<file path="src/hdl/shc_pkg.sv">
// ----------------------------------------------------------------------------
// shc_pkg
// shared types and constants of the symbol histogram / cumulative table block
// ----------------------------------------------------------------------------
package shc_pkg;

  localparam int SymInW       = 8;
  localparam int CountOutW    = 32;
  localparam int BlockWordsW  = 25;
  localparam int FillW        = 24;
  localparam int QueueDepth   = 2;

  localparam logic [BlockWordsW-1:0] BlockWordsReset = 25'd4096;
  localparam logic [BlockWordsW-1:0] FillMax         = 25'h100_0000;
  localparam logic [BlockWordsW-1:0] FillMin         = 25'd1;

  // mode field codes
  localparam logic ModeCount = 1'b0;
  localparam logic ModeEmit  = 1'b1;

  typedef enum logic {
    OP_COUNT,
    OP_EMIT
  } op_e;

  typedef enum logic [1:0] {
    ST_CLEAR,
    ST_IDLE,
    ST_EXEC
  } back_state_e;

  typedef struct packed {
    logic                mode;
    logic [SymInW-1:0]   symbol;
  } in_item_t;

  typedef struct packed {
    logic [SymInW-1:0]    symbol_index;
    logic [CountOutW-1:0] frequency;
    logic [CountOutW-1:0] cumulative;
    logic                 last_entry;
    logic [SymInW-1:0]    largest_symbol;
    logic [CountOutW-1:0] total_symbols;
    logic [CountOutW-1:0] block_count;
  } out_item_t;

  typedef struct packed {
    op_e               op;
    logic [SymInW-1:0] symbol;
  } queue_item_t;

  typedef struct packed {
    logic        valid;
    queue_item_t item;
  } queue_head_t;

  typedef struct packed {
    logic clearing;
    logic busy;
    logic ptr_zero;
  } back_status_t;

endpackage

</file>
<file path="src/hdl/shc_front.sv">
// ----------------------------------------------------------------------------
// shc_front
// accepts input beats, decodes the mode and queues them for the back end
// ----------------------------------------------------------------------------
module shc_front (
  input  logic                clk_i,
  input  logic                rst_ni,
  input  logic                in_valid_i,
  output logic                in_stall_o,
  input  shc_pkg::in_item_t   in_data_i,
  input  logic                hold_i,
  input  logic                pop_i,
  output shc_pkg::queue_head_t head_o
);
  import shc_pkg::*;

  localparam int PtrW = $clog2(QueueDepth);
  localparam int CntW = $clog2(QueueDepth + 1);
  localparam logic [CntW-1:0] CntFull = CntW'(QueueDepth);
  localparam logic [CntW-1:0] CntOne  = CntW'(1);

  queue_item_t       entry_q [QueueDepth];
  logic [PtrW-1:0]   wptr_q, wptr_d;
  logic [PtrW-1:0]   rptr_q, rptr_d;
  logic [CntW-1:0]   cnt_q, cnt_d;
  queue_item_t       decoded;
  logic              push, pop;

  always_comb begin
    decoded.symbol = in_data_i.symbol;
    unique case (in_data_i.mode)
      ModeCount: decoded.op = OP_COUNT;
      ModeEmit:  decoded.op = OP_EMIT;
      default:   decoded.op = OP_COUNT;
    endcase
  end

  assign in_stall_o = hold_i || (cnt_q == CntFull);
  assign push       = in_valid_i && !in_stall_o;
  assign pop        = pop_i && (cnt_q != '0);

  always_comb begin
    wptr_d = wptr_q;
    rptr_d = rptr_q;
    cnt_d  = cnt_q;
    if (push) begin
      wptr_d = (wptr_q == PtrW'(QueueDepth - 1)) ? '0 : wptr_q + PtrW'(1);
    end
    if (pop) begin
      rptr_d = (rptr_q == PtrW'(QueueDepth - 1)) ? '0 : rptr_q + PtrW'(1);
    end
    if (push && !pop) begin
      cnt_d = cnt_q + CntOne;
    end else if (pop && !push) begin
      cnt_d = cnt_q - CntOne;
    end
  end

  always_ff @(posedge clk_i or negedge rst_ni) begin
    if (!rst_ni) begin
      wptr_q <= '0;
      rptr_q <= '0;
      cnt_q  <= '0;
    end else begin
      wptr_q <= wptr_d;
      rptr_q <= rptr_d;
      cnt_q  <= cnt_d;
    end
  end

  always_ff @(posedge clk_i) begin
    if (push) begin
      entry_q[wptr_q] <= decoded;
    end
  end

  assign head_o.valid = (cnt_q != '0);
  assign head_o.item  = entry_q[rptr_q];

endmodule

</file>
<file path="config.mk">
export PLATFORM = sky130hd
export DESIGN_NAME = shc_front
export DESIGN_NICKNAME = d
export VERILOG_FILES = /design/src/hdl/shc_pkg.sv /design/src/hdl/shc_front.sv
export SDC_FILE = /design/constraint.sdc
export NUM_CORES = 1
export LEC_CHECK = 0
export BUFFER_PORTS_ARGS = -buffer_cell sky130_fd_sc_hd__clkbuf_2
export CAP_MARGIN = 25
export CORE_ASPECT_RATIO = 1.1
export CORE_UTILIZATION = 44
export CTS_CLUSTER_DIAMETER = 50
export CTS_CLUSTER_SIZE = 20
export DETAILED_ROUTE_END_ITERATION = 10
export PLACE_DENSITY = 0.78
export SYNTH_ARGS = -nofsm -noshare
export SYNTH_HDL_FRONTEND = slang
export SYNTH_SLANG_ARGS = --single-unit
</file>
<file path="constraint.sdc">
create_clock -name clk_i -period 1.33 [get_ports clk_i]
set_input_delay 0.133 -clock clk_i [delete_from_list [all_inputs] [get_ports clk_i]]
set_output_delay 0.133 -clock clk_i [all_outputs]
set_load 0.05 [all_outputs]
</file>
### After elaboration in Yosys (flattened, before gate mapping)

Memory sizes are Yosys's and may differ from the RTL's.
Index checks and enable logic that the tools add are counted.

* reduce and logical (&&, ||, !) cells: 10
* bitwise operators: 1
* eq/ne operators: 1
* add/sub/neg operators: 4
* mux-type cells: 7

Operators by type and width (number)
* logical AND 1 bit: 4
* 2-to-1 mux 1 bit: 4
* 2-to-1 mux 2 bit: 2
* nonzero test 2 bit: 2
* zero test 1 bit: 3
* adder 1 bit, second input constant: 2
* adder 2 x 1 -> 2 bit, second input constant: 1
* equality test 2 bit, second input constant: 1
* one-hot mux 1 bit (2 select lines): 1
* subtractor 2 x 1 -> 2 bit, second input constant: 1
* logical OR 1 bit: 1
* NOT 1 bit: 1

* RAM bits: 18
* bits of input ports: 14
* word-level logic and storage cells: 27
* memories kept: 1
* register bits after elaboration: 4
* output and inout port bits: 11

Memory list
* entry_q: words 2, bits a word 9, rd ports 1, clocked after Yosys merged registers in 0, wr ports 1, line shc_front.sv:22 `queue_item_t entry_q [QueueDepth];`

### Depth between registers and ports, before layout

Gate-level depths: netlist of the first run.

* depth after elaboration: 8
* depth in mapped cells: 7
* gate-level depth less buffers: 7

### Least setup slack after synthesis of the first run

OpenSTA, ideal clock, no wires.

* path type: flip-flop to flip-flop
* from: reg cnt_q[1]
* to: reg cnt_q[1]
* library setup time: 0.126 ns
* stages on the path, launching flop included: 7
* buffers on the path: 0
* data required time: 1.204 ns
* clock period less this slack: 1.442 ns
* setup slack: -0.112 ns
* data arrival time: 1.316 ns
* cell sequence: dfrtp_1 or2_4 nand2_2 ha_1 xor2_1 nor2_1 xor2_1

RTL lines
* from (decl): line shc_front.sv:25 `logic [CntW-1:0] cnt_q, cnt_d;`
* from (signal assigned): line shc_front.sv:67 `cnt_q <= cnt_d;`

==> results of run 1 <==
[layout by cell type (no fill, tap or decap), drive strengths merged, types with 2 or more instances in the layout]
cell type	instances
dfrtp	4
nand2b	2
mux2	9
clkbuf	17
nor2	2
dlygate4sd3	10
xor2	2
buf	25
edfxtp	18
xnor2	3
[worst max-delay path, cell delays in order, from the launching register on]
cell and delay, ns:
dfrtp_2 0.46, buf_6 0.15, mux2_4 0.31, buf_8 0.15
[layer usage]
layer,vias up,part of all wire (%),routed length [microns],GRT usage [%]
met5,-,0,0,0
met4,0,3.7,72,9.091
met3,7,2.8,53,4.444
met2,21,60,1151,30.88
met1,285,34,650,17.01
li1,273,-,-,-
[area by class of cell]
class | instances | share of cell area [%]
Clock inverter | 1 | 2.010
Inverter | 1 | 0.4188
Tap cell | 27 | 2.261
Sequential cell | 22 | 42.96
Clock buffer | 3 | 1.508
Timing Repair Buffer | 49 | 32.08
Multi-Input combinational cell | 23 | 18.76
[how the worst max path moves through the flow]
stage | endpoint | cells past startpoint | start | slack, ns
final | head_o[5] | 3 | rptr_q | -0.19
after global routing | head_o[8] | 3 | rptr_q | -0.22
after CTS | head_o[8] | 3 | rptr_q | -0.17
after detailed placement | head_o[8] | 2 | rptr_q | -0.02
after global placement | cnt_q[1] | 7 | cnt_q[0] | -0.008
after floorplan | cnt_q[1] | 6 | cnt_q[0] | -0.09
[timing repair]
action,4_1_cts,5_1_grt
setup endpoints to repair,12,30
hold endpoints to repair,10,12
hold buffers,4,6
buffers inserted,5,2
resized for setup,29,26
pin swaps,4,5
[cell families (layout without fill, tap and decap cells)]
| kind of cell | Yosys count | count (layout) | synth area share, % |
|---|---|---|---|
| adders and majority gates | 1 | 1 | 1.428 |
| xor gates and xnor gates | 5 | 5 | 5.001 |
| muxes | 9 | 9 | 11.57 |
| and+or+nand+nor | 8 | 8 | 7.859 |
| buffers and inverters | 2 | 54 | 0.9990 |
| DFF | 22 | 22 | 73.14 |
[sequential cells by signal, indices dropped and copies added, names as in the netlist]
signal / count
cnt_q: 2
entry_q: 18
rptr_q: 1
wptr_q: 1
[synth_stat cells]
cell       n
mux2_2     9
edfxtp_1  18
ha_1       1
nor2_1     2
xnor2_1    3
nand2_2    1
nand2b_4   1
or2_4      1
xor2_1     2
dfrtp_1    4
inv_2      1
and2_1     1
buf_2      1
nand2b_1   1
nand3b_4   1
[per-stage QoR]
step | total power [mW] | setup TNS, ns | utilization, %
after global routing | 3.411 | -3.577 | 82.01
final | 3.281 | -2.464 | 82.01
after floorplan | 1.847 | -0.08940 | -
after detailed placement | 2.130 | -0.09042 | 59.68
after CTS | 3.033 | -1.457 | 73.83
after global placement | 2.103 | -0.01608 | 59.68
[power by group]
part	switching, mW	internal (mW)
combinational	0.872	0.906
sequential	0.0992	0.893
clock	0.206	0.305
total	1.18	2.10
==> reports/results.ini, run 1 <==
[sta]
worst_slew_pin_slew_ns = 0.1717
final_hold_viol_count = 0
period_needed_ns = 1.518
rsz0062_at_grt = true
final-setup-viol-count = 19
holdWs_ns = 0.1358
relSlewSlack_pct = 88.55
finalMaxSlewViolations = 0
setup_ws_ns = -0.1882
period_share_pct = 114.2
max_clock_freq_ghz = 0.6587
skew_ns = 0.002534

[global_routing]
grt_pass1_wl_mm = 2.518
antenna_found_initial = 0
grt_pass1_vias = 581
grt_overflow = 0
grt_use_total_pct = 17.09
grt_max_degree = 14

[status]
violations = setup timing
status = finished, violations left

[detailed_routing]
final_antenna_net_count = 0
vias = 586
viasPerCell = 4.651
drt-total-wl_mm = 1.927
drt-initial-drc-count = 2
drt-pass1-iter-count = 5
drc = 0
wl_per_cell_microns = 15.29

[placement]
dpl-instance-area_sq_um = 1087
detailed_place_hpwl_microns = 966.5
post-place-ws_ns = -0.02284
dp.cells = 105
numPortBuffers = 24
place.gp.congestion = 0.6888

[die]
start_util_pct = 48.08
die_w_microns = 44.54
die_h_microns = 48.80
fp-row-count = 16
ioPinCount = 25
core_region_area_sq_um = 1822
die_area_sq_um = 2173

[final_layout]
postLayoutCellArea_sq_um = 1494
area_growth_pct = 70.57
register_area_sq_um = 641.9
stdcell_count = 126
drive_gt1_share_pct = 62.63
multiInputGateArea_sq_um = 280.3
nets = 115
diodes = 0
fill_cells = 101

[synthesis]
synth_nets = 62
syn_inst = 47
ys_top_cells_by_area = edfxtp_1, mux2_2, dfrtp_1, xnor2_1, nand3b_4
synth_top_area_share_pct = 61.71
syn_avg_cell_area_sq_um = 18.63
yosysUniqueCellTypes = 15
yosysWarnings = 0
seq_area_frac_synth_pct = 73.14
syn_area_sq_um = 875.8
yosys.area.top_type = edfxtp_1
yosys_register_bits = 22

[critical_path]
r2r_slack_ns = -0.10
startpoint_type = flop
r2r_end = entry_q[0][5]
arrival_ns = 1.39
critPathMaxFanout = 5
r2r_cells = 6
timing.rr.start = cnt_q[0]
critPathRequiredTime_ns = 1.20
cp-end-kind = output port
worstSetupPathType = reg -> out

[power_and_ir_drop]
power_leakage_nw = 0.6373
ir_drop_mv = 1.290
cellPowerDensity_nw_per_um2 = 2196

[clock_tree]
cts_sinks = 22
cts_root_buf = clkbuf_4
cts_buffers = 3
ctsHtreeMaxLevel = 1
cts_tree = done
clk_pin_slew_ns = 0.12
clockBufferDepth = 2
clk_latency_ns = 0.31

[min_path]
hold_path.class = in -> async

[flow_run]
drv_cap = 0

No activity file was read; power rests on OpenSTA's default activity.
==> inputs of run 2 (changes only) <==
- ABC_CLOCK_PERIOD_IN_PS: default -> 1330
- BUFFER_PORTS_ARGS: -buffer_cell sky130_fd_sc_hd__clkbuf_2 -> default
- CORE_UTILIZATION: 44 -> 53
- DONT_BUFFER_PORTS: default -> 1
- PLACE_DENSITY: 0.78 -> 0.77
==> reports/results.ini, run 2 (synthesized netlist as in run 1, its figures left out) <==
[status]
status = finished, violations left  ; unchanged
violations = setup timing  ; unchanged

[power_and_ir_drop]
cellPowerDensity_nw_per_um2 = 2254  ; was 2196 nW/um^2
internal-power_mw = 1.686  ; was 2.104 mW
power.net_switching_mw = 1.066  ; was 1.177 mW
seq_power_share_pct = 35.5  ; was 30.2%
p_comb_share_pct = 51.3  ; was 54.2%
p_sw_share_pct = 38.72  ; was 35.88%
power_leakage_nw = 0.5039  ; was 0.6373 nW
ir_drop_mv = 1.610  ; was 1.290 mV
p_clk_share_pct = 13.1  ; was 15.6%

[detailed_routing]
viasPerCell = 5.280  ; was 4.651
final_antenna_net_count = 0  ; unchanged
wl_per_cell_microns = 16.15  ; was 15.29 microns
drc = 0  ; unchanged
drt-total-wl_mm = 1.502  ; was 1.927 mm
drt-pass1-iter-count = 3  ; was 5
drt-initial-drc-count = 9  ; was 2
vias = 491  ; was 586

[clock_tree]
clockBufferDepth = 2  ; unchanged
clk_latency_ns = 0.31  ; about the same
cts_tree = done  ; unchanged
ctsHtreeMaxLevel = 1  ; unchanged
cts_root_buf = clkbuf_4  ; unchanged
cts_sinks = 22  ; unchanged
cts_buffers = 3  ; unchanged
clk_pin_slew_ns = 0.11  ; was 0.12 ns

[global_routing]
grt_max_degree = 13  ; was 14
grt_pass1_vias = 520  ; was 581
grt_pass1_wl_mm = 2.283  ; was 2.518 mm
grt_use_total_pct = 21.01  ; was 17.09%
antenna_found_initial = 0  ; unchanged
grt_overflow = 0  ; unchanged

[critical_path]
critPathTopFamily = flip-flops  ; unchanged
arrival_ns = 1.29  ; was 1.39 ns
worstPathCellList = buf_4, mux2_4  ; was buf_6, mux2_4, buf_8
crit_buf_inv = 1  ; was 2
r2r_cells = 6  ; unchanged
crit_cells = 2  ; was 3
worstSetupPathType = reg -> out  ; unchanged
critPathRequiredTime_ns = 1.20  ; about the same
cp-end-kind = output port  ; unchanged
slowest_delay_ns = 0.45  ; was 0.46 ns
startpoint_type = flop  ; unchanged
critPathMaxFanout = 4  ; was 5
critPathSlowestCell = dfrtp_2  ; unchanged

[die]
core_region_area_sq_um = 1558  ; was 1822 sq um
ioPinCount = 25  ; unchanged
start_util_pct = 56.22  ; was 48.08%
die_w_microns = 40.76  ; was 44.54 microns
fp-row-count = 15  ; was 16
die_area_sq_um = 1819  ; was 2173 sq um
die_h_microns = 44.64  ; was 48.80 microns

[sta]
setup_ws_ns = -0.09632  ; was -0.1882 ns
rsz0062_at_grt = true  ; unchanged
relSlewSlack_pct = 84.65  ; was 88.55%
max_clock_freq_ghz = 0.7011  ; was 0.6587 GHz
period_needed_ns = 1.426  ; was 1.518 ns
final_hold_viol_count = 0  ; unchanged
worst_slew_pin_slew_ns = 0.2296  ; was 0.1717 ns
period_share_pct = 107.2  ; was 114.2%
final-setup-viol-count = 10  ; was 19
finalMaxSlewViolations = 0  ; unchanged
skew_ns = 0.004860  ; was 0.002534 ns

[final_layout]
register_area_sq_um = 641.9  ; unchanged
mostFrequentLayoutCell = edfxtp_1  ; unchanged
post-route-util_pct = 78.39  ; was 82.01%
layout_common_cells = edfxtp_1, buf_4, dlygate4sd3_1, mux2_4, buf_6  ; was edfxtp_1, clkbuf_2, dlygate4sd3_1, buf_8, buf_6
largest_registers = entry_q: 18 flops, cnt_q: 2 flops  ; unchanged
stdcell_count = 93  ; was 126
area_growth_pct = 39.43  ; was 70.57%
multiInputGateArea_sq_um = 282.8  ; was 280.3 sq um
nets = 92  ; was 115
diodes = 0  ; unchanged
fill_cells = 86  ; was 101
largest_register_ff_count = 18  ; unchanged
drive_gt1_share_pct = 50.00  ; was 62.63%
regMostFlops = entry_q  ; unchanged

[min_path]
holdPathStages = 3
hold_path.class = in -> reg  ; was in -> async

[placement]
dp.cells = 73  ; was 105
numPortBuffers = 0  ; was 24
place.gp.congestion = 0.7688  ; was 0.6888
post-place-ws_ns = -0.04481  ; was -0.02284 ns

[flow_run]
drv_cap = 0  ; unchanged

run 2: repair_timing:
item                                    CTS  global route
hold buffers                             10             0
setup buffers                             6             0
pin swaps                                 2             1
endpoints found under the setup margin   10            17
resized for setup                        15             4
hold endpoints to repair                 22             0
cloned                                    0             0
run 2: per-layer routing:
metal  up-vias  global-route usage [%]  routed length, microns
li1        230                       -                       -
met1       240                   25.09                     602
met2        17                   33.02                     789
met3         4                   9.045                      85
met4         0                   8.000                      24
met5         -                       0                       0
run 2: area by class of cell:
class / instances / share of cell area (%)
Multi-Input combinational cell: 23 / 23.16
Clock buffer: 4 / 2.971
Inverter: 1 / 0.3074
Timing Repair Buffer: 26 / 19.26
Sequential cell: 22 / 52.56
Tap cell: 17 / 1.742
run 2: through the flow:
step	hold slack, ns	cell area [sq um]	power, mW	TNS [ns]
floorplan	-0.1626	878.3	1.847	-0.08940
global placement	-0.1625	969.7	2.019	0
detailed placement	-0.1625	969.7	2.064	-0.04481
CTS	0.06018	1207	2.713	-0.7412
global route	0.06147	1221	2.859	-1.244
finish	0.06479	1221	2.752	-0.9027
run 2: power by group through the flow:
stage	Sequential (mW)	Clock, mW	Combinational, mW
after floorplan	0.966	0	0.881
after global placement	1.02	0	1.00
after detailed placement	1.03	0	1.03
after CTS	0.975	0.356	1.38
after global routing	0.991	0.390	1.48
final	0.978	0.361	1.41
run 2: path summary, 6_finish.rpt:
kind / startpoint / endpoint / slack, ns
hold reg to reg: wptr_q / wptr_q / 0.54
setup reg to reg: cnt_q[1] / cnt_q[1] / -0.07
min in group asynchronous: rst_ni / cnt_q[1] / 0.09
max in group asynchronous: rst_ni / rptr_q / 1.03
hold / removal: pop_i / rptr_q / 0.06
setup / recovery: rptr_q / head_o[7] / -0.1
run 2: worst register-to-register path, stage by stage, from the launching register on:
cell and delay, ns:
dfrtp_1 0.44, or2_4 0.27, nand2_4 0.07, ha_4 0.13, xor2_1 0.15, nor2_1 0.08
xor2_1 0.16
